==> src/design/assert_macros.svh <==
// assertion macros shared by the decoder rtl
// no dependencies; included by files that carry concurrent checks
`ifndef ASSERT_MACROS_SVH
`define ASSERT_MACROS_SVH

// antecedent implies consequent in the same cycle
`define ASSERT_IMPLY(label, clk, rst_n, ante, cons) \
  label: assert property (@(posedge clk) disable iff (!rst_n) (ante) |-> (cons)) \
    else $error("assertion failed");

// antecedent implies consequent in the next cycle
`define ASSERT_NEXT(label, clk, rst_n, ante, cons) \
  label: assert property (@(posedge clk) disable iff (!rst_n) (ante) |=> (cons)) \
    else $error("assertion failed");

`endif

==> src/design/bmp2rgb_pkg.sv <==
// shared types and constants for the bmp to rgb565 stream decoder
// no dependencies; imported by every decoder module
package bmp2rgb_pkg;

  // result kinds
  typedef enum logic [1:0] {
    KIND_PIXEL      = 2'd0,
    KIND_HEADER_OK  = 2'd1,
    KIND_NOT_BMP    = 2'd2,
    KIND_BAD_FORMAT = 2'd3
  } kind_t;

  // parser phases, one-hot
  typedef enum logic [3:0] {
    PH_HEADER = 4'b0001,
    PH_DATA   = 4'b0010,
    PH_PAD    = 4'b0100,
    PH_IDLE   = 4'b1000
  } phase_t;

  // header byte positions
  localparam logic [23:0] POS_B    = 24'd0;
  localparam logic [23:0] POS_M    = 24'd1;
  localparam logic [23:0] POS_OFS0 = 24'd10;
  localparam logic [23:0] POS_OFS1 = 24'd11;
  localparam logic [23:0] POS_OFS2 = 24'd12;
  localparam logic [23:0] POS_OFS3 = 24'd13;
  localparam logic [23:0] POS_W0   = 24'd18;
  localparam logic [23:0] POS_W1   = 24'd19;
  localparam logic [23:0] POS_W2   = 24'd20;
  localparam logic [23:0] POS_W3   = 24'd21;
  localparam logic [23:0] POS_H0   = 24'd22;
  localparam logic [23:0] POS_H1   = 24'd23;
  localparam logic [23:0] POS_H2   = 24'd24;
  localparam logic [23:0] POS_H3   = 24'd25;
  localparam logic [23:0] POS_D0   = 24'd28;
  localparam logic [23:0] POS_D1   = 24'd29;

  localparam logic [7:0]  CHAR_B   = 8'h42;
  localparam logic [7:0]  CHAR_M   = 8'h4d;
  localparam logic [15:0] DEPTH_16 = 16'd16;
  localparam logic [15:0] DEPTH_24 = 16'd24;

  // rgb565 field masks
  localparam logic [15:0] MASK_BLUE  = 16'h001f;
  localparam logic [15:0] MASK_GREEN = 16'h07e0;
  localparam logic [15:0] MASK_RED   = 16'hf800;

  // command queue depth
  localparam int QDEPTH = 2;

  // command from front to back
  typedef struct packed {
    kind_t       kind;
    logic        is24;
    logic [7:0]  b0;
    logic [7:0]  b1;
    logic [7:0]  b2;
    logic [15:0] col;
    logic [15:0] src;
    logic [15:0] width;
    logic [15:0] height;
    logic        done;
  } cmd_t;

endpackage

==> src/design/bmp2rgb_front.sv <==
// front end: accepts file bytes, parses the header and tracks pixel position
// depends on bmp2rgb_pkg; pushes one command per result into the queue
module bmp2rgb_front #(
  parameter int MAX_WIDTH  = 2048,
  parameter int MAX_HEIGHT = 2048
) (
  input  logic               clk,
  input  logic               rst_n,
  input  logic               in_tvalid,
  output logic               in_tready,
  input  logic [7:0]         in_tdata,
  input  logic               in_tlast,
  input  logic               q_full,
  output logic               q_push,
  output bmp2rgb_pkg::cmd_t  q_cmd
);
  import bmp2rgb_pkg::*;

  localparam int CW = $clog2(MAX_WIDTH + 1);
  localparam int RW = $clog2(MAX_HEIGHT + 1);

  phase_t        phase_r, phase_nxt;
  logic [23:0]   pos_r, pos_nxt;
  logic [23:0]   offset_r, offset_nxt;
  logic [15:0]   width_r, width_nxt;
  logic [15:0]   height_r, height_nxt;
  logic          is24_r, is24_nxt;
  logic          size_bad_r, size_bad_nxt;
  logic [CW-1:0] col_r, col_nxt;
  logic [RW-1:0] src_r, src_nxt;
  logic [1:0]    bip_r, bip_nxt;
  logic [15:0]   held_r, held_nxt;
  logic [1:0]    pad_r, pad_nxt;

  logic          acc;
  logic          pix_fire;
  logic [7:0]    pb0, pb1, pb2;
  logic [15:0]   depth;
  logic          hdr_bad;
  logic [CW-1:0] col_inc;
  logic [RW-1:0] src_inc;
  logic          done;

  assign in_tready = !q_full;
  assign acc       = in_tvalid && in_tready;
  assign depth     = {in_tdata, held_r[7:0]};
  assign hdr_bad   = (depth != DEPTH_16 && depth != DEPTH_24) || size_bad_r ||
                     (width_r > 16'(MAX_WIDTH)) || (height_r > 16'(MAX_HEIGHT));
  assign col_inc   = col_r + CW'(1);
  assign src_inc   = src_r + RW'(1);
  assign done      = (16'(col_inc) == width_r) && (16'(src_inc) == height_r);

  // next-state and command build
  always_comb begin
    phase_nxt    = phase_r;
    pos_nxt      = pos_r;
    offset_nxt   = offset_r;
    width_nxt    = width_r;
    height_nxt   = height_r;
    is24_nxt     = is24_r;
    size_bad_nxt = size_bad_r;
    col_nxt      = col_r;
    src_nxt      = src_r;
    bip_nxt      = bip_r;
    held_nxt     = held_r;
    pad_nxt      = pad_r;
    pix_fire     = 1'b0;
    pb0          = 8'h00;
    pb1          = 8'h00;
    pb2          = 8'h00;
    q_push       = 1'b0;
    q_cmd        = '0;
    q_cmd.kind   = KIND_PIXEL;

    if (acc) begin
      unique case (phase_r)
        PH_HEADER: begin
          priority if (pos_r == POS_B) begin
            held_nxt     = {8'h00, in_tdata};
            offset_nxt   = '0;
            width_nxt    = '0;
            height_nxt   = '0;
            size_bad_nxt = 1'b0;
          end else if (pos_r == POS_M) begin
            if (held_r != {8'h00, CHAR_B} || in_tdata != CHAR_M) begin
              q_push     = 1'b1;
              q_cmd.kind = KIND_NOT_BMP;
              phase_nxt  = PH_IDLE;
            end
          end else if (pos_r == POS_OFS0) begin
            offset_nxt[7:0] = in_tdata;
          end else if (pos_r == POS_OFS1) begin
            offset_nxt[15:8] = in_tdata;
          end else if (pos_r == POS_OFS2) begin
            offset_nxt[23:16] = in_tdata;
          end else if (pos_r == POS_W0) begin
            width_nxt[7:0] = in_tdata;
          end else if (pos_r == POS_W1) begin
            width_nxt[15:8] = in_tdata;
          end else if (pos_r == POS_H0) begin
            height_nxt[7:0] = in_tdata;
          end else if (pos_r == POS_H1) begin
            height_nxt[15:8] = in_tdata;
          end else if (pos_r == POS_OFS3 || pos_r == POS_W2 || pos_r == POS_W3 ||
                       pos_r == POS_H2 || pos_r == POS_H3) begin
            if (in_tdata != 8'h00) size_bad_nxt = 1'b1;
          end else if (pos_r == POS_D0) begin
            held_nxt = {8'h00, in_tdata};
          end else if (pos_r == POS_D1) begin
            q_push = 1'b1;
            if (hdr_bad) begin
              q_cmd.kind = KIND_BAD_FORMAT;
              phase_nxt  = PH_IDLE;
            end else begin
              q_cmd.kind   = KIND_HEADER_OK;
              q_cmd.width  = width_r;
              q_cmd.height = height_r;
              is24_nxt     = (depth == DEPTH_24);
              col_nxt      = '0;
              src_nxt      = '0;
              bip_nxt      = '0;
              held_nxt     = '0;
              pad_nxt      = '0;
              phase_nxt    = (width_r == 16'd0 || height_r == 16'd0) ? PH_IDLE : PH_DATA;
            end
          end else begin
            // remaining header bytes carry nothing the decoder uses
          end
          pos_nxt = pos_r + 24'd1;
        end
        PH_DATA: begin
          if (pos_r < offset_r) begin
            pos_nxt = pos_r + 24'd1;
          end else if (is24_r) begin
            if (bip_r == 2'd0) begin
              held_nxt = {8'h00, in_tdata};
              bip_nxt  = 2'd1;
            end else if (bip_r == 2'd1) begin
              held_nxt = {in_tdata, held_r[7:0]};
              bip_nxt  = 2'd2;
            end else begin
              bip_nxt  = 2'd0;
              pix_fire = 1'b1;
              pb0      = held_r[7:0];
              pb1      = held_r[15:8];
              pb2      = in_tdata;
            end
          end else begin
            if (bip_r == 2'd0) begin
              held_nxt = {8'h00, in_tdata};
              bip_nxt  = 2'd1;
            end else begin
              bip_nxt  = 2'd0;
              pix_fire = 1'b1;
              pb0      = held_r[7:0];
              pb1      = in_tdata;
            end
          end
        end
        PH_PAD: begin
          if (pad_r != 2'd0) pad_nxt = pad_r - 2'd1;
          if (pad_r <= 2'd1) phase_nxt = PH_DATA;
        end
        PH_IDLE: begin
        end
        default: begin
        end
      endcase

      // pixel result and column/row advance
      if (pix_fire) begin
        q_push       = 1'b1;
        q_cmd.kind   = KIND_PIXEL;
        q_cmd.is24   = is24_r;
        q_cmd.b0     = pb0;
        q_cmd.b1     = pb1;
        q_cmd.b2     = pb2;
        q_cmd.col    = 16'(col_r);
        q_cmd.src    = 16'(src_r);
        q_cmd.height = height_r;
        q_cmd.done   = done;
        col_nxt      = col_inc;
        if (16'(col_inc) >= width_r) begin
          col_nxt = '0;
          src_nxt = src_inc;
          if (!done && is24_r && width_r[1:0] != 2'd0) begin
            pad_nxt   = width_r[1:0];
            phase_nxt = PH_PAD;
          end
        end
        if (done) phase_nxt = PH_IDLE;
      end

      // end of file returns to header start
      if (in_tlast) begin
        phase_nxt = PH_HEADER;
        pos_nxt   = '0;
        col_nxt   = '0;
        src_nxt   = '0;
        bip_nxt   = '0;
        held_nxt  = '0;
        pad_nxt   = '0;
      end
    end
  end

  // parser state
  always_ff @(posedge clk) begin
    if (!rst_n) begin
      phase_r    <= PH_HEADER;
      pos_r      <= '0;
      offset_r   <= '0;
      width_r    <= '0;
      height_r   <= '0;
      is24_r     <= 1'b0;
      size_bad_r <= 1'b0;
      col_r      <= '0;
      src_r      <= '0;
      bip_r      <= '0;
      held_r     <= '0;
      pad_r      <= '0;
    end else begin
      phase_r    <= phase_nxt;
      pos_r      <= pos_nxt;
      offset_r   <= offset_nxt;
      width_r    <= width_nxt;
      height_r   <= height_nxt;
      is24_r     <= is24_nxt;
      size_bad_r <= size_bad_nxt;
      col_r      <= col_nxt;
      src_r      <= src_nxt;
      bip_r      <= bip_nxt;
      held_r     <= held_nxt;
      pad_r      <= pad_nxt;
    end
  end

endmodule

==> src/design/bmp2rgb_fifo.sv <==
// two-entry command queue between parser front and output back end
// depends on bmp2rgb_pkg for the command type and depth
module bmp2rgb_fifo (
  input  logic               clk,
  input  logic               rst_n,
  input  logic               push,
  input  bmp2rgb_pkg::cmd_t  cmd_in,
  output logic               full,
  input  logic               pop,
  output logic               empty,
  output bmp2rgb_pkg::cmd_t  cmd_out
);
  import bmp2rgb_pkg::*;

  localparam int PW = (QDEPTH > 1) ? $clog2(QDEPTH) : 1;
  localparam int NW = $clog2(QDEPTH + 1);

  cmd_t          mem_r [QDEPTH];
  logic [PW-1:0] wr_ptr_r, wr_ptr_nxt;
  logic [PW-1:0] rd_ptr_r, rd_ptr_nxt;
  logic [NW-1:0] count_r, count_nxt;
  logic          do_push, do_pop;

  assign full    = (count_r == NW'(QDEPTH));
  assign empty   = (count_r == '0);
  assign do_push = push && !full;
  assign do_pop  = pop && !empty;
  assign cmd_out = mem_r[rd_ptr_r];

  // pointer and fill tracking
  always_comb begin
    wr_ptr_nxt = wr_ptr_r;
    rd_ptr_nxt = rd_ptr_r;
    count_nxt  = count_r;
    if (do_push) wr_ptr_nxt = (wr_ptr_r == PW'(QDEPTH - 1)) ? '0 : wr_ptr_r + PW'(1);
    if (do_pop)  rd_ptr_nxt = (rd_ptr_r == PW'(QDEPTH - 1)) ? '0 : rd_ptr_r + PW'(1);
    if (do_push && !do_pop)      count_nxt = count_r + NW'(1);
    else if (do_pop && !do_push) count_nxt = count_r - NW'(1);
  end

  always_ff @(posedge clk) begin
    if (!rst_n) begin
      wr_ptr_r <= '0;
      rd_ptr_r <= '0;
      count_r  <= '0;
    end else begin
      wr_ptr_r <= wr_ptr_nxt;
      rd_ptr_r <= rd_ptr_nxt;
      count_r  <= count_nxt;
    end
  end

  // entry storage
  always_ff @(posedge clk) begin
    if (do_push) mem_r[wr_ptr_r] <= cmd_in;
  end

endmodule

==> src/design/bmp2rgb_back.sv <==
// back end: packs pixels to rgb565, flips rows and holds the output beat
// depends on bmp2rgb_pkg; pops commands from the queue
module bmp2rgb_back (
  input  logic               clk,
  input  logic               rst_n,
  input  logic               q_empty,
  input  bmp2rgb_pkg::cmd_t  q_cmd,
  output logic               q_pop,
  output logic               out_tvalid,
  input  logic               out_tready,
  output logic [63:0]        out_tdata,
  output logic [1:0]         out_tuser,
  output logic               out_tlast
);
  import bmp2rgb_pkg::*;

  logic        valid_r, valid_nxt;
  logic [63:0] data_r;
  logic [1:0]  user_r;
  logic        last_r;

  logic [15:0] pix24, pix16, pix;
  logic [15:0] row;
  logic [63:0] data_nxt;

  assign q_pop = !q_empty && (!valid_r || out_tready);

  // pixel packing and destination row
  assign pix24 = (({8'h00, q_cmd.b0} >> 3) & MASK_BLUE) |
                 (({8'h00, q_cmd.b1} << 3) & MASK_GREEN) |
                 (({8'h00, q_cmd.b2} << 8) & MASK_RED);
  assign pix16 = {q_cmd.b1, q_cmd.b0};
  assign pix   = q_cmd.is24 ? pix24 : pix16;
  assign row   = q_cmd.height - 16'd1 - q_cmd.src;

  // output beat fields by kind
  always_comb begin
    data_nxt = '0;
    unique case (q_cmd.kind)
      KIND_PIXEL: begin
        data_nxt[15:0]  = pix;
        data_nxt[26:16] = q_cmd.col[10:0];
        data_nxt[37:27] = row[10:0];
      end
      KIND_HEADER_OK: begin
        data_nxt[49:38] = q_cmd.width[11:0];
        data_nxt[61:50] = q_cmd.height[11:0];
      end
      KIND_NOT_BMP, KIND_BAD_FORMAT: begin
      end
      default: begin
      end
    endcase
  end

  assign valid_nxt = q_pop ? 1'b1 : (out_tready ? 1'b0 : valid_r);

  always_ff @(posedge clk) begin
    if (!rst_n) valid_r <= 1'b0;
    else        valid_r <= valid_nxt;
  end

  // output payload register
  always_ff @(posedge clk) begin
    if (q_pop) begin
      data_r <= data_nxt;
      user_r <= q_cmd.kind;
      last_r <= (q_cmd.kind == KIND_PIXEL) && q_cmd.done;
    end
  end

  assign out_tvalid = valid_r;
  assign out_tdata  = data_r;
  assign out_tuser  = user_r;
  assign out_tlast  = last_r;

endmodule

==> src/design/bmp_to_rgb565_stream_decoder.sv <==
// bmp to rgb565 stream decoder, top level
// one file byte accepted per cycle while the queue is not full; the front registers position and counters per byte
// a result beat appears at out_tvalid once the byte that causes it has passed
// the queue entry, then the output register; sustained rate is one byte per cycle while out_tready is high
// reset: synchronous active-low rst_n; parser returns to header start, queue and output empty
// depends on bmp2rgb_pkg, bmp2rgb_front, bmp2rgb_fifo, bmp2rgb_back, assert_macros.svh
`include "assert_macros.svh"

module bmp_to_rgb565_stream_decoder #(
  parameter int MAX_WIDTH  = 2048,
  parameter int MAX_HEIGHT = 2048
) (
  input  logic        clk,
  input  logic        rst_n,
  input  logic        in_tvalid,
  output logic        in_tready,
  input  logic [7:0]  in_tdata,   // [7:0] data_byte
  input  logic        in_tlast,   // file_last
  output logic        out_tvalid,
  input  logic        out_tready,
  output logic [63:0] out_tdata,  // [15:0] pixel_565, [26:16] pixel_column,
                                  // [37:27] pixel_row, [49:38] image_width,
                                  // [61:50] image_height, [63:62] zero
  output logic [1:0]  out_tuser,  // [1:0] result_kind
  output logic        out_tlast   // image_done
);
  import bmp2rgb_pkg::*;

  logic q_full, q_push, q_pop, q_empty;
  cmd_t push_cmd, head_cmd;

  // parser front
  bmp2rgb_front #(
    .MAX_WIDTH  (MAX_WIDTH),
    .MAX_HEIGHT (MAX_HEIGHT)
  ) u_front (
    .clk       (clk),
    .rst_n     (rst_n),
    .in_tvalid (in_tvalid),
    .in_tready (in_tready),
    .in_tdata  (in_tdata),
    .in_tlast  (in_tlast),
    .q_full    (q_full),
    .q_push    (q_push),
    .q_cmd     (push_cmd)
  );

  // command queue
  bmp2rgb_fifo u_fifo (
    .clk     (clk),
    .rst_n   (rst_n),
    .push    (q_push),
    .cmd_in  (push_cmd),
    .full    (q_full),
    .pop     (q_pop),
    .empty   (q_empty),
    .cmd_out (head_cmd)
  );

  // pixel back end
  bmp2rgb_back u_back (
    .clk        (clk),
    .rst_n      (rst_n),
    .q_empty    (q_empty),
    .q_cmd      (head_cmd),
    .q_pop      (q_pop),
    .out_tvalid (out_tvalid),
    .out_tready (out_tready),
    .out_tdata  (out_tdata),
    .out_tuser  (out_tuser),
    .out_tlast  (out_tlast)
  );

  // checks on result beats
  `ASSERT_IMPLY(a_last_is_pixel, clk, rst_n, out_tvalid && out_tlast, out_tuser == KIND_PIXEL)
  `ASSERT_IMPLY(a_nonpixel_clean, clk, rst_n, out_tvalid && out_tuser != KIND_PIXEL, out_tdata[37:0] == 38'd0)
  `ASSERT_IMPLY(a_pixel_no_size, clk, rst_n, out_tvalid && out_tuser == KIND_PIXEL, out_tdata[63:38] == 26'd0)
  `ASSERT_NEXT(a_queue_drains, clk, rst_n, q_full && !out_tvalid, out_tvalid)

endmodule
==> config.mk <==
export PLATFORM = sky130hd
export DESIGN_NAME = bmp_to_rgb565_stream_decoder
export DESIGN_NICKNAME = d
export VERILOG_FILES = /design/src/design/bmp2rgb_pkg.sv /design/src/design/bmp2rgb_front.sv /design/src/design/bmp2rgb_fifo.sv /design/src/design/bmp2rgb_back.sv /design/src/design/bmp_to_rgb565_stream_decoder.sv
export VERILOG_INCLUDE_DIRS = /design/src /design/src/design
export SDC_FILE = /design/constraint.sdc
export NUM_CORES = 1
export LEC_CHECK = 0
export ABC_AREA = 1
export BUFFER_PORTS_ARGS = -buffer_cell sky130_fd_sc_hd__buf_2
export CAP_MARGIN = 20
export CORE_ASPECT_RATIO = 1.4
export CORE_MARGIN = 2
export CORE_UTILIZATION = 35
export DETAILED_ROUTE_END_ITERATION = 12
export REMOVE_ABC_BUFFERS = 1
export SYNTH_ARGS = -nofsm -noshare
export SYNTH_HDL_FRONTEND = slang
export SYNTH_HIERARCHICAL = 1
export SYNTH_SLANG_ARGS = --single-unit
==> constraint.sdc <==
create_clock -name clk -period 6.2 [get_ports clk]
set_clock_uncertainty 0.2 [all_clocks]
set_input_delay 0.31 -clock clk [delete_from_list [all_inputs] [get_ports clk]]
set_output_delay 0.31 -clock clk [all_outputs]
set_load 0.02 [all_outputs]
# [Yosys cells after proc, flatten, opt, wreduce, memory -nomap -nowiden]
# Memory sizes are Yosys's and may differ from the RTL's. A register that Yosys moved wholly into a read port is not among the register bits.
# Cells that the tools add are included.
# Widths: inputs -> output; s select.
[word_totals] n_memories=1 ramBits=184 output_inout_bits=69 latch_bits=0 romBits=0 ff_bits=200 wordCells=433 input_bits=13
[op_classes] n_mux=237 addsub=10 eq_ne=77 shifts=0 reduce_logical=64 mul=0 order_cmp=5 bitwise=14 div=0
[mem_list] memory="u_fifo.mem_r" words=2 word_bits=92 rd=1 rd_clocked_by_memory_dff=1 wr=1 line_no="bmp2rgb_fifo.sv:18" text="cmd_t mem_r [QDEPTH];"
[op_table] op="$mux 16" count=33
[op_table] op="$mux 32" count=14
[op_table] op="$mux 12" count=34
[op_table] op="$eq 24x5->1 const B" count=10
[op_table] op="$mux 8" count=27
[op_table] op="$mux 2" count=53
[op_table] op="$eq 24x4->1 const B" count=4
[op_table] op="$mux 24" count=4
[op_table] op="$mux 92" count=1
[op_table] op="$mux 4" count=21
[op_table] op="$ne 3x3->1 const B" count=25
[op_table] op="$mux 59" count=1
[op_table] op="$pmux 24 s2" count=1
[op_table] op="$reduce_and 15->1" count=3
[op_table] op="$mux 1" count=43
[op_table] op="$ne 4x3->1 const B" count=9
[op_table] op="$eq 12x16->1" count=2
[op_table] op="$gt 16x12->1 const B" count=2
[op_table] op="$logic_not 16->1" count=2
[op_table] op="$ne 16x5->1 const B" count=2
[op_table] op="$pmux 16 s2" count=1
[op_table] op="$reduce_and 16->1" count=2
[op_table] op="$reduce_bool 2->1" count=13
[op_table] op="$add 12x1->12 const B" count=2
[op_table] op="45 further kinds" count=98

# [Longest topological paths before layout]
# Gate-level depths: netlist of run 1.
[depth] depth_word=24 mapped_depth=25 mapped_depth_nobuf=23

# [Modules after synthesis]
# Netlist of run 1, hierarchy kept.
[modules_own_cells] mod="bmp2rgb_front" n_inst=1 area_each_um2=8948.6 seq_area_each_um2=2602.5 cells_each=1393
[modules_own_cells] mod="bmp2rgb_fifo" n_inst=1 area_each_um2=7279.5 seq_area_each_um2=5625.4 cells_each=324
[modules_own_cells] mod="bmp2rgb_back" n_inst=1 area_each_um2=3219.3 seq_area_each_um2=1971.9 cells_each=338

# [Least setup slack after synthesis of run 1]
# No wires, ideal clock.
[synth_timing] path_kind="reg-to-reg" start="register u_front.pos_r[15]" end="memory u_fifo/mem_r[0][0] (netlist bit), enable pin" n_path_buf=2 period_less_slack_ns=6.489 setup_time_ns=0.543 path_slack_ns=-0.289 arrival_ns=5.746 required_time_ns=5.457 path_stages_with_launch=16 path_cell_list="dfxtp_1 ha_1 nand2_1 nor2_1 nand4_1 nor2_1 nand2_1 nand2_1 nand2_4 nor2_8 inv_2 buf_6 buf_2 nand2_1 o21ai_1 nor2_1"
[synth_via] elab_chain_cells=21
[synth_lines] element="start: declaration" line_no="bmp2rgb_front.sv:23" text="logic [23:0] pos_r, pos_nxt;"
[synth_lines] element="start signal: assignment" line_no="bmp2rgb_front.sv:224" text="pos_r <= pos_nxt;"
[synth_lines] element="$eq 24x4->1 / $eq 24x5->1 (equally long branches)" line_no="bmp2rgb_front.sv:104" text="end else if (pos_r == POS_OFS3 || pos_r == POS_W2 || pos_r == POS_W3 ||"
[synth_lines] element="$logic_or 1x1->1 (3 in series)" line_no="bmp2rgb_front.sv:104"
[synth_lines] element="$logic_or 1x1->1" line_no="bmp2rgb_front.sv:105" text="pos_r == POS_H2 || pos_r == POS_H3) begin"
[synth_lines] element="$mux 1" line_no="bmp2rgb_front.sv:104"
[synth_lines] element="$mux 1" line_no="bmp2rgb_front.sv:102" text="end else if (pos_r == POS_H1) begin"
[synth_lines] element="$mux 1" line_no="bmp2rgb_front.sv:100" text="end else if (pos_r == POS_H0) begin"
[synth_lines] element="$mux 1" line_no="bmp2rgb_front.sv:98" text="end else if (pos_r == POS_W1) begin"
[synth_lines] element="$mux 1" line_no="bmp2rgb_front.sv:96" text="end else if (pos_r == POS_W0) begin"
[synth_lines] element="[... 4 more ...]"
[synth_lines] element="$mux 1" line_no="bmp2rgb_front.sv:78" text="priority if (pos_r == POS_B) begin"
[synth_lines] element="$mux 1" line_no="bmp2rgb_front.sv:76" text="unique case (phase_r)"
[synth_lines] element="$mux 1 *" line_no="bmp2rgb_front.sv:171" text="if (pix_fire) begin"
[synth_lines] element="$mux 1 *" line_no="bmp2rgb_front.sv:75" text="if (acc) begin"
[synth_lines] element="named net q_push" line_no="bmp_to_rgb565_stream_decoder.sv:29" text="logic q_full, q_push, q_pop, q_empty;"
[synth_lines] element="$logic_and 1x1->1 *" line_no="bmp2rgb_fifo.sv:26" text="assign do_push = push && !full;"
[synth_lines] element="$mux 1 *" line_no="bmp2rgb_fifo.sv:55" text="if (do_push) mem_r[wr_ptr_r] <= cmd_in;"
[synth_lines] element="$mux 1 (implied by the code) *" line_no="bmp2rgb_fifo.sv:55"
[synth_lines] element="end: declaration" line_no="bmp2rgb_fifo.sv:18"
# The timed path passes the listed nets; every way through them passes the cells marked *. The select of a mux whose other input is x is not followed.

# [Worst setup path in the final report of run 1]
[layout_timing] start="register u_front.pos_r[19]" end="memory u_fifo/mem_r[0][76] (netlist bit), enable pin"
# The elaborated chain is that of the path after synthesis.

==> run metrics, run 1 <==
CP max-delay cell buf_4; Max-slew headroom 0.360; drt total wl 43400 um; vias per cell ~5.0; fmax 0.238 GHz; Syn Std Cell Area roughly 0.018 mm2; CTS Sinks 343; worst vdd ir about 160 uV; critical path arrival around 4.2 ns; router iterations before antenna repair 5; TritonCTS clock tree yes; crit path capture type flop; Final #Nets between 2000 and 2500; initial antenna violation count 0; Initial Utilization 0.355; Root Buffer clkbuf_16; Routed Antenna Nets 0; Worst Tran Pin Value 0.958 ns; post-CTS sizing 0; RSZ-0062 raised after global routing false; setup tns final 0 ns; minimum clock period 4.20 ns; Max Cap Viol 0; Post-Syn Instances between 1500 and 2000; Worst-Skew Late Latency 0.54 ns; Setup Crit Path Kind reg2reg; yosys warns 6; detailed-route wire length per cell approximately 16 um; CTS Buffer Depth 3; Reg clk slew, reported paths approximately 0.060 ns; worst slack, placed roughly 2 ns; pwr dens ~270 mW/mm2; # port buffers ~80; worst path cell trace ha_1, nand2_1, nor2_1, nand2_1, nor2_1, nand2_1, nand2_1, nand2_4, nor2_8, inv_2, nand2_1, o21ai_1, nor2_4, buf_4; most frequent CP cell nand2_1; crit-path max FO 58; largest net degree at the start of global routing just under 80; GRT Resource Usage Total 0.163; Final HPWL DP between 30000 and 40000 um; crit share post-route 0.678; antenna cells 0; cell row count slightly below 100; Worst setup SP type flop; number of remaining DRC errors 0; total gr overflow 0; synthesized area per cell about 9.0 um2; vias in the first global route ~13000; status complete, no violations; core area around 0.050 mm2; Final Hold Fails 0; I/O pin count between 80 and 90; Final Setup Violations 0; Die Y 270 um; Hold Crit Class in2reg; share of cells above drive strength 1 0.151; drt initial violations roughly 940; critical path required time between 6 and 7 ns; Hold Crit Depth 3; Slew Limit Fails 0; worst reg2reg path depth 14; TritonCTS buffer count 36; vias after detailed routing between 10000 and 15000; Area Growth Syn to Fin 12.1%; CTS HTree Levels 2; DIE AREA between 0.05 and 0.06 mm2; slowest stage delay, CP ~0.71 ns; overall die width 194 um; final RePlAce weighted congestion around 0.89; setup ws final between 1.5 and 2 ns; first-pass GRT wire length around 69000 um; leakage power between 8 and 9 nW
per-layer routing:
layer | wire length, um | GRT usage | vias up
met3 | 1520 | 0.0200 | 107
met2 | 23100 | 0.310 | 298
met5 | 0 | 0 | -
met4 | 2050 | 0.0807 | 0
li1 | - | - | 6699
met1 | 16700 | 0.176 | 6406
sequential cells by signal, indices dropped and copies added, names as in the netlist, named ones only:
signal / cells
u_front/offset_r: 24
u_front/pos_r: 24
u_fifo/rd_ptr_r: 1
u_front/is24_r: 1
u_fifo/wr_ptr_r: 1
u_front/held_r: 16
u_back/out_tlast: 1
u_back/out_tdata: 62
u_fifo/mem_r: 142
u_front/width_r: 16
u_front/bip_r: 2
u_front/height_r: 16
u_fifo/count_r: 2
u_front/col_r: 12
u_front/size_bad_r: 1
u_front/phase_r: 4
u_back/out_tuser: 2
u_back/out_tvalid: 1
u_front/pad_r: 2
u_front/src_r: 12
placed cells by master (no fill, tap or decap), drive strengths merged:
cell	n
dfxtp	136
xnor2	1
o21a	5
or2	2
o31ai	8
nor3	52
clkinv	15
a21boi	1
and3	2
xor2	9
nand3	99
fa	1
a21oi	150
nor3b	2
mux2	71
o211ai	7
clkinvlp	2
a211oi	24
o2111ai	1
nor4	7
nand4	33
o21ai	68
conb	2
clkbuf	42
buf	88
nand3b	3
nand2	405
edfxtp	207
bufinv	5
dlygate4sd3	8
nor2	264
a22oi	2
inv	286
a31oi	12
ha	52
repair_timing:
action / in CTS / in global routing
setup buffers: 0 / 0
hold endpoints to repair: 9 / 0
hold buffers: 8 / 0
area by class of cell:
| type | instances | area (um2) |
|---|---|---|
| Inverter | 286 | 1070 |
| Fill cell | 5005 | 30100 |
| Timing Repair Buffer | 96 | 543 |
| Clock inverter | 22 | 248 |
| Sequential cell | 343 | 8940 |
| Tap cell | 643 | 805 |
| Multi-Input combinational cell | 1283 | 7310 |
| Clock buffer | 42 | 965 |
where the power goes:
group | internal, mW | total (mW) | switching [mW] | leakage (nW)
Clock | 1.33 | 2.24 | 0.911 | 0.598
Sequential | 2.50 | 2.55 | 0.0470 | 2.93
Combinational | 0.201 | 0.669 | 0.468 | 4.59
Total | 4.03 | 5.46 | 1.43 | 8.12
final timing paths:
kind / start / to / slack, ns
min: in_tdata[7] / u_front/width_r[7] / 0.12
min reg2reg: u_front/size_bad_r / u_front/size_bad_r / 0.26
max: u_front/pos_r[19] / u_fifo/mem_r[0][76] / 2.00
max reg2reg: u_front/pos_r[19] / u_fifo/mem_r[0][76] / 2.00
stage by stage:
stage / instances / util / total power [mW] / hold WS, ns / area [um2]
floorplan: 1912 / - / 3.06 / 0.231 / 17300
global placement: 2642 / 0.372 / 3.25 / 0.245 / 18600
detailed placement: 2643 / 0.372 / 3.26 / 0.252 / 18600
CTS: 2715 / 0.398 / 5.52 / 0.119 / 19900
global route: 2715 / 0.398 / 5.69 / 0.112 / 19900
finish: 2715 / 0.398 / 5.46 / 0.117 / 19900
worst max-delay path: cells and delay by family, from the launching register on:
kind	cells	cell delay, ns
flip-flops	1	0.38
AND/OR/NAND/NOR	10	1.60
AO/OA/AOI/OAI	1	0.20
adder cells (fa/ha/maj)	1	0.33
buffers and inverters	2	1.02
Note: power is estimated with default switching activity, not from simulation.
==> run 2: changes to the inputs <==
--- a/config.mk
+++ b/config.mk
@@ -6,7 +6,7 @@
 export SDC_FILE = /design/constraint.sdc
 export NUM_CORES = 1
 export LEC_CHECK = 0
-export ABC_AREA = 1
+export ABC_AREA = 0
 export BUFFER_PORTS_ARGS = -buffer_cell sky130_fd_sc_hd__buf_2
 export CAP_MARGIN = 20
 export CORE_ASPECT_RATIO = 1.4
==> constraint.sdc (replaced) <==
create_clock -name clk -period 3.87 [get_ports clk]
set_clock_uncertainty 0.2 [all_clocks]
set_input_delay 0.1935 -clock clk [delete_from_list [all_inputs] [get_ports clk]]
set_output_delay 0.1935 -clock clk [all_outputs]
set_load 0.02 [all_outputs]
==> run 2 against run 1 <==
  * Critical path depth fell by 1
  * Synthesized cell count is 21% lower
  * First-iteration DRC count is 31% lower
  * Utilization rose by 1.7 points
  * Area after synthesis decreased by 3.5%
  * Global-route usage is 0.27 points higher
  * Clock power increased by 65%
  * Critical path type unchanged
  * Highest routed layer unchanged
==> run metrics, run 2 <==
status complete, no violations (unchanged); Logic pwr share 0.059 (was 0.123); multi-input combinational cell area 0.00763 mm2 (was 0.00731 mm2); max reg flops 142 (unchanged); Final HPWL DP 30600 um (was 32000 um); Area Growth Syn to Fin 16.6% (was 12.1%); critical path arrival 4.07 ns (was 4.15 ns); Max Cap Viol 0 (unchanged); Hold Crit Depth 5 (was 3); worst reg2reg path depth 13 (was 14); largest net degree at the start of global routing 67 (was 77); Die Y 266 um (was 270 um); PnR Total Power 8.07 mW (was 5.46 mW); Root Buffer clkbuf_16 (unchanged); most flop-heavy register u_fifo/mem_r (unchanged); GRT Resource Usage Total 0.166 (was 0.163); crit path capture type flop (unchanged); final core occ 0.415 (was 0.398); Post-Syn Instances 1557 (was 1970); Flop pwr share 0.484 (was 0.467); Worst-Skew Late Latency 0.53 ns (was 0.54 ns); Worst R2R End u_front/phase_r[1] (was u_fifo/mem_r[0][76]); detailed-route wire length per cell 18.3 um (was 16.0 um); Worst Tran Pin Value 1.15 ns (was 0.958 ns); worst vdd ir 224 uV (was 160 uV); drt total wl 42600 um (was 43400 um); fill cell count 4582 (was 5005); # port buffers 79 (unchanged); core area 0.0481 mm2 (was 0.0500 mm2); Pint 6.31 mW (was 4.03 mW); FF-to-FF Start u_front/col_r[1] (was u_front/pos_r[19]); synthesized area per cell 11.0 um2 (was 9.00 um2); Initial Utilization 0.355 (about the same); r2r setup slk 0.04 ns (was 2.00 ns); Clock power frac 0.457 (was 0.410); Final Setup Violations 0 (unchanged); antenna cells 0 (unchanged); share of cells above drive strength 1 0.161 (was 0.151); Worst setup SP type flop (unchanged); setup ws final 0.0361 ns (was 2.00 ns); pwr dens 404 mW/mm2 (was 275 mW/mm2); Routed Antenna Nets 0 (unchanged); register area 0.00894 mm2 (about the same); drt initial violations 643 (was 938); Worst Hold Path EP u_fifo/wr_ptr_r (was u_front/width_r[7]); RSZ-0062 raised after global routing true (was false); fmax 0.261 GHz (was 0.238 GHz); DIE AREA 0.0507 mm2 (was 0.0525 mm2); first-pass GRT wire length 66300 um (was 69300 um); CTS Buffer Depth 3 (unchanged); I/O pin count 82 (unchanged); Sw Share 0.218 (was 0.261); crit share post-route 0.991 (was 0.678); Final #Nets 1731 (was 2112); leakage power 7.36 nW (was 8.12 nW); CTS Sinks 343 (unchanged); router iterations before antenna repair 7 (was 5); Syn Std Cell Area 0.0171 mm2 (was 0.0177 mm2); Slew Limit Fails 0 (unchanged); vias in the first global route 12081 (was 13292); Setup Crit Path Kind reg2reg (unchanged); Switch Pwr 1.76 mW (was 1.43 mW); TritonCTS clock tree yes (unchanged); vias per cell 5.28 (was 4.98); Final Hold Fails 0 (unchanged); worst slack, placed 0.0152 ns (was 1.99 ns); Reg clk slew, reported paths 0.07 ns (was 0.06 ns); crit-path max FO 4 (was 58); CTS HTree Levels 2 (unchanged); Hold Crit Class in2reg (unchanged); initial antenna violation count 0 (unchanged); TritonCTS buffer count 36 (unchanged); hold path startpoint in_tvalid (was in_tdata[7]); critical path required time 4.10 ns (was 6.15 ns); final RePlAce weighted congestion 0.873 (was 0.885); number of remaining DRC errors 0 (unchanged); yosys warns 6 (unchanged); total gr overflow 0 (unchanged); overall die width 191 um (was 194 um); leading cell type in the layout, fill and taps excluded edfxtp_1 (was nand2_1); cell row count 95 (was 97); minimum clock period 3.83 ns (was 4.20 ns); Max-slew headroom 0.235 (was 0.360); setup tns final 0 ns (unchanged); vias after detailed routing 12265 (was 13510); most frequent cells in the layout edfxtp_1, dfxtp_1, nand2_1 (was nand2_1, inv_1, nor2_1)
## run 2: worst max path at each step
stage | startpoint | endpoint | slack (ns)
after floorplan | u_front/offset_r[15] | u_fifo/mem_r[0][0] | -1.44
after global placement | u_front/col_r[0] | u_fifo/mem_r[0][0] | -0.03
after detailed placement | u_front/col_r[0] | u_fifo/mem_r[1][0] | 0.02
after CTS | u_front/col_r[0] | u_front/phase_r[1] | 0.03
after global routing | u_front/col_r[1] | u_front/phase_r[1] | -0.05
final | u_front/col_r[1] | u_front/phase_r[1] | 0.04
## run 2: what timing repair did
action                     CTS  global route
setup buffers                0             1
setup endpoints to repair    2            29
gates resized for setup      1            23
hold buffers                11             0
hold endpoints to repair    39             0
pin swaps                    0            12
## run 2: per-layer routing
| layer | track usage | vias up | part of all wire |
|---|---|---|---|
| met5 | 0 | - | 0 |
| met4 | 0.0526 | 0 | 0.028 |
| met3 | 0.0183 | 70 | 0.036 |
| met2 | 0.320 | 266 | 0.54 |
| met1 | 0.187 | 5972 | 0.40 |
| li1 | - | 5957 | - |
## run 2: area by class of cell
type,instances,area share
Clock buffer,49,0.0512
Clock inverter,16,0.0125
Tap cell,630,0.0395
Sequential cell,343,0.448
Timing Repair Buffer,152,0.0526
Inverter,72,0.0135
Multi-Input combinational cell,1060,0.382
## run 2: power by group through the flow
stage | logic, mW | clock network (mW) | registers (mW)
after CTS | 0.471 | 3.78 | 3.90
after global placement | 0.457 | 0 | 3.98
final | 0.475 | 3.69 | 3.90
after detailed placement | 0.461 | 0 | 3.98
after floorplan | 0.268 | 0 | 3.99
after global routing | 0.512 | 3.91 | 3.90
## run 2: critical path, stage by stage (launching register included)
cell	delay, ns
dfxtp_2	0.35
ha_4	0.14
nand3_2	0.08
or3_4	0.40
and2_4	0.17
or2_4	0.23
ha_4	0.25
nand4_1	0.22
nor4_2	0.32
nand3_1	0.10
or4_4	0.53
a2111o_1	0.30
and3_1	0.17
o31ai_1	0.25
## run 2: stage by stage
stage	area, um2	hold WS [ns]	cells
3_5_place_dp	18500	0.262	2244
6_report	20000	0.213	2322
3_3_place_gp	18500	0.250	2244
4_1_cts	19800	0.163	2320
2_1_floorplan	16700	0.111	1475
5_1_grt	20000	0.234	2322
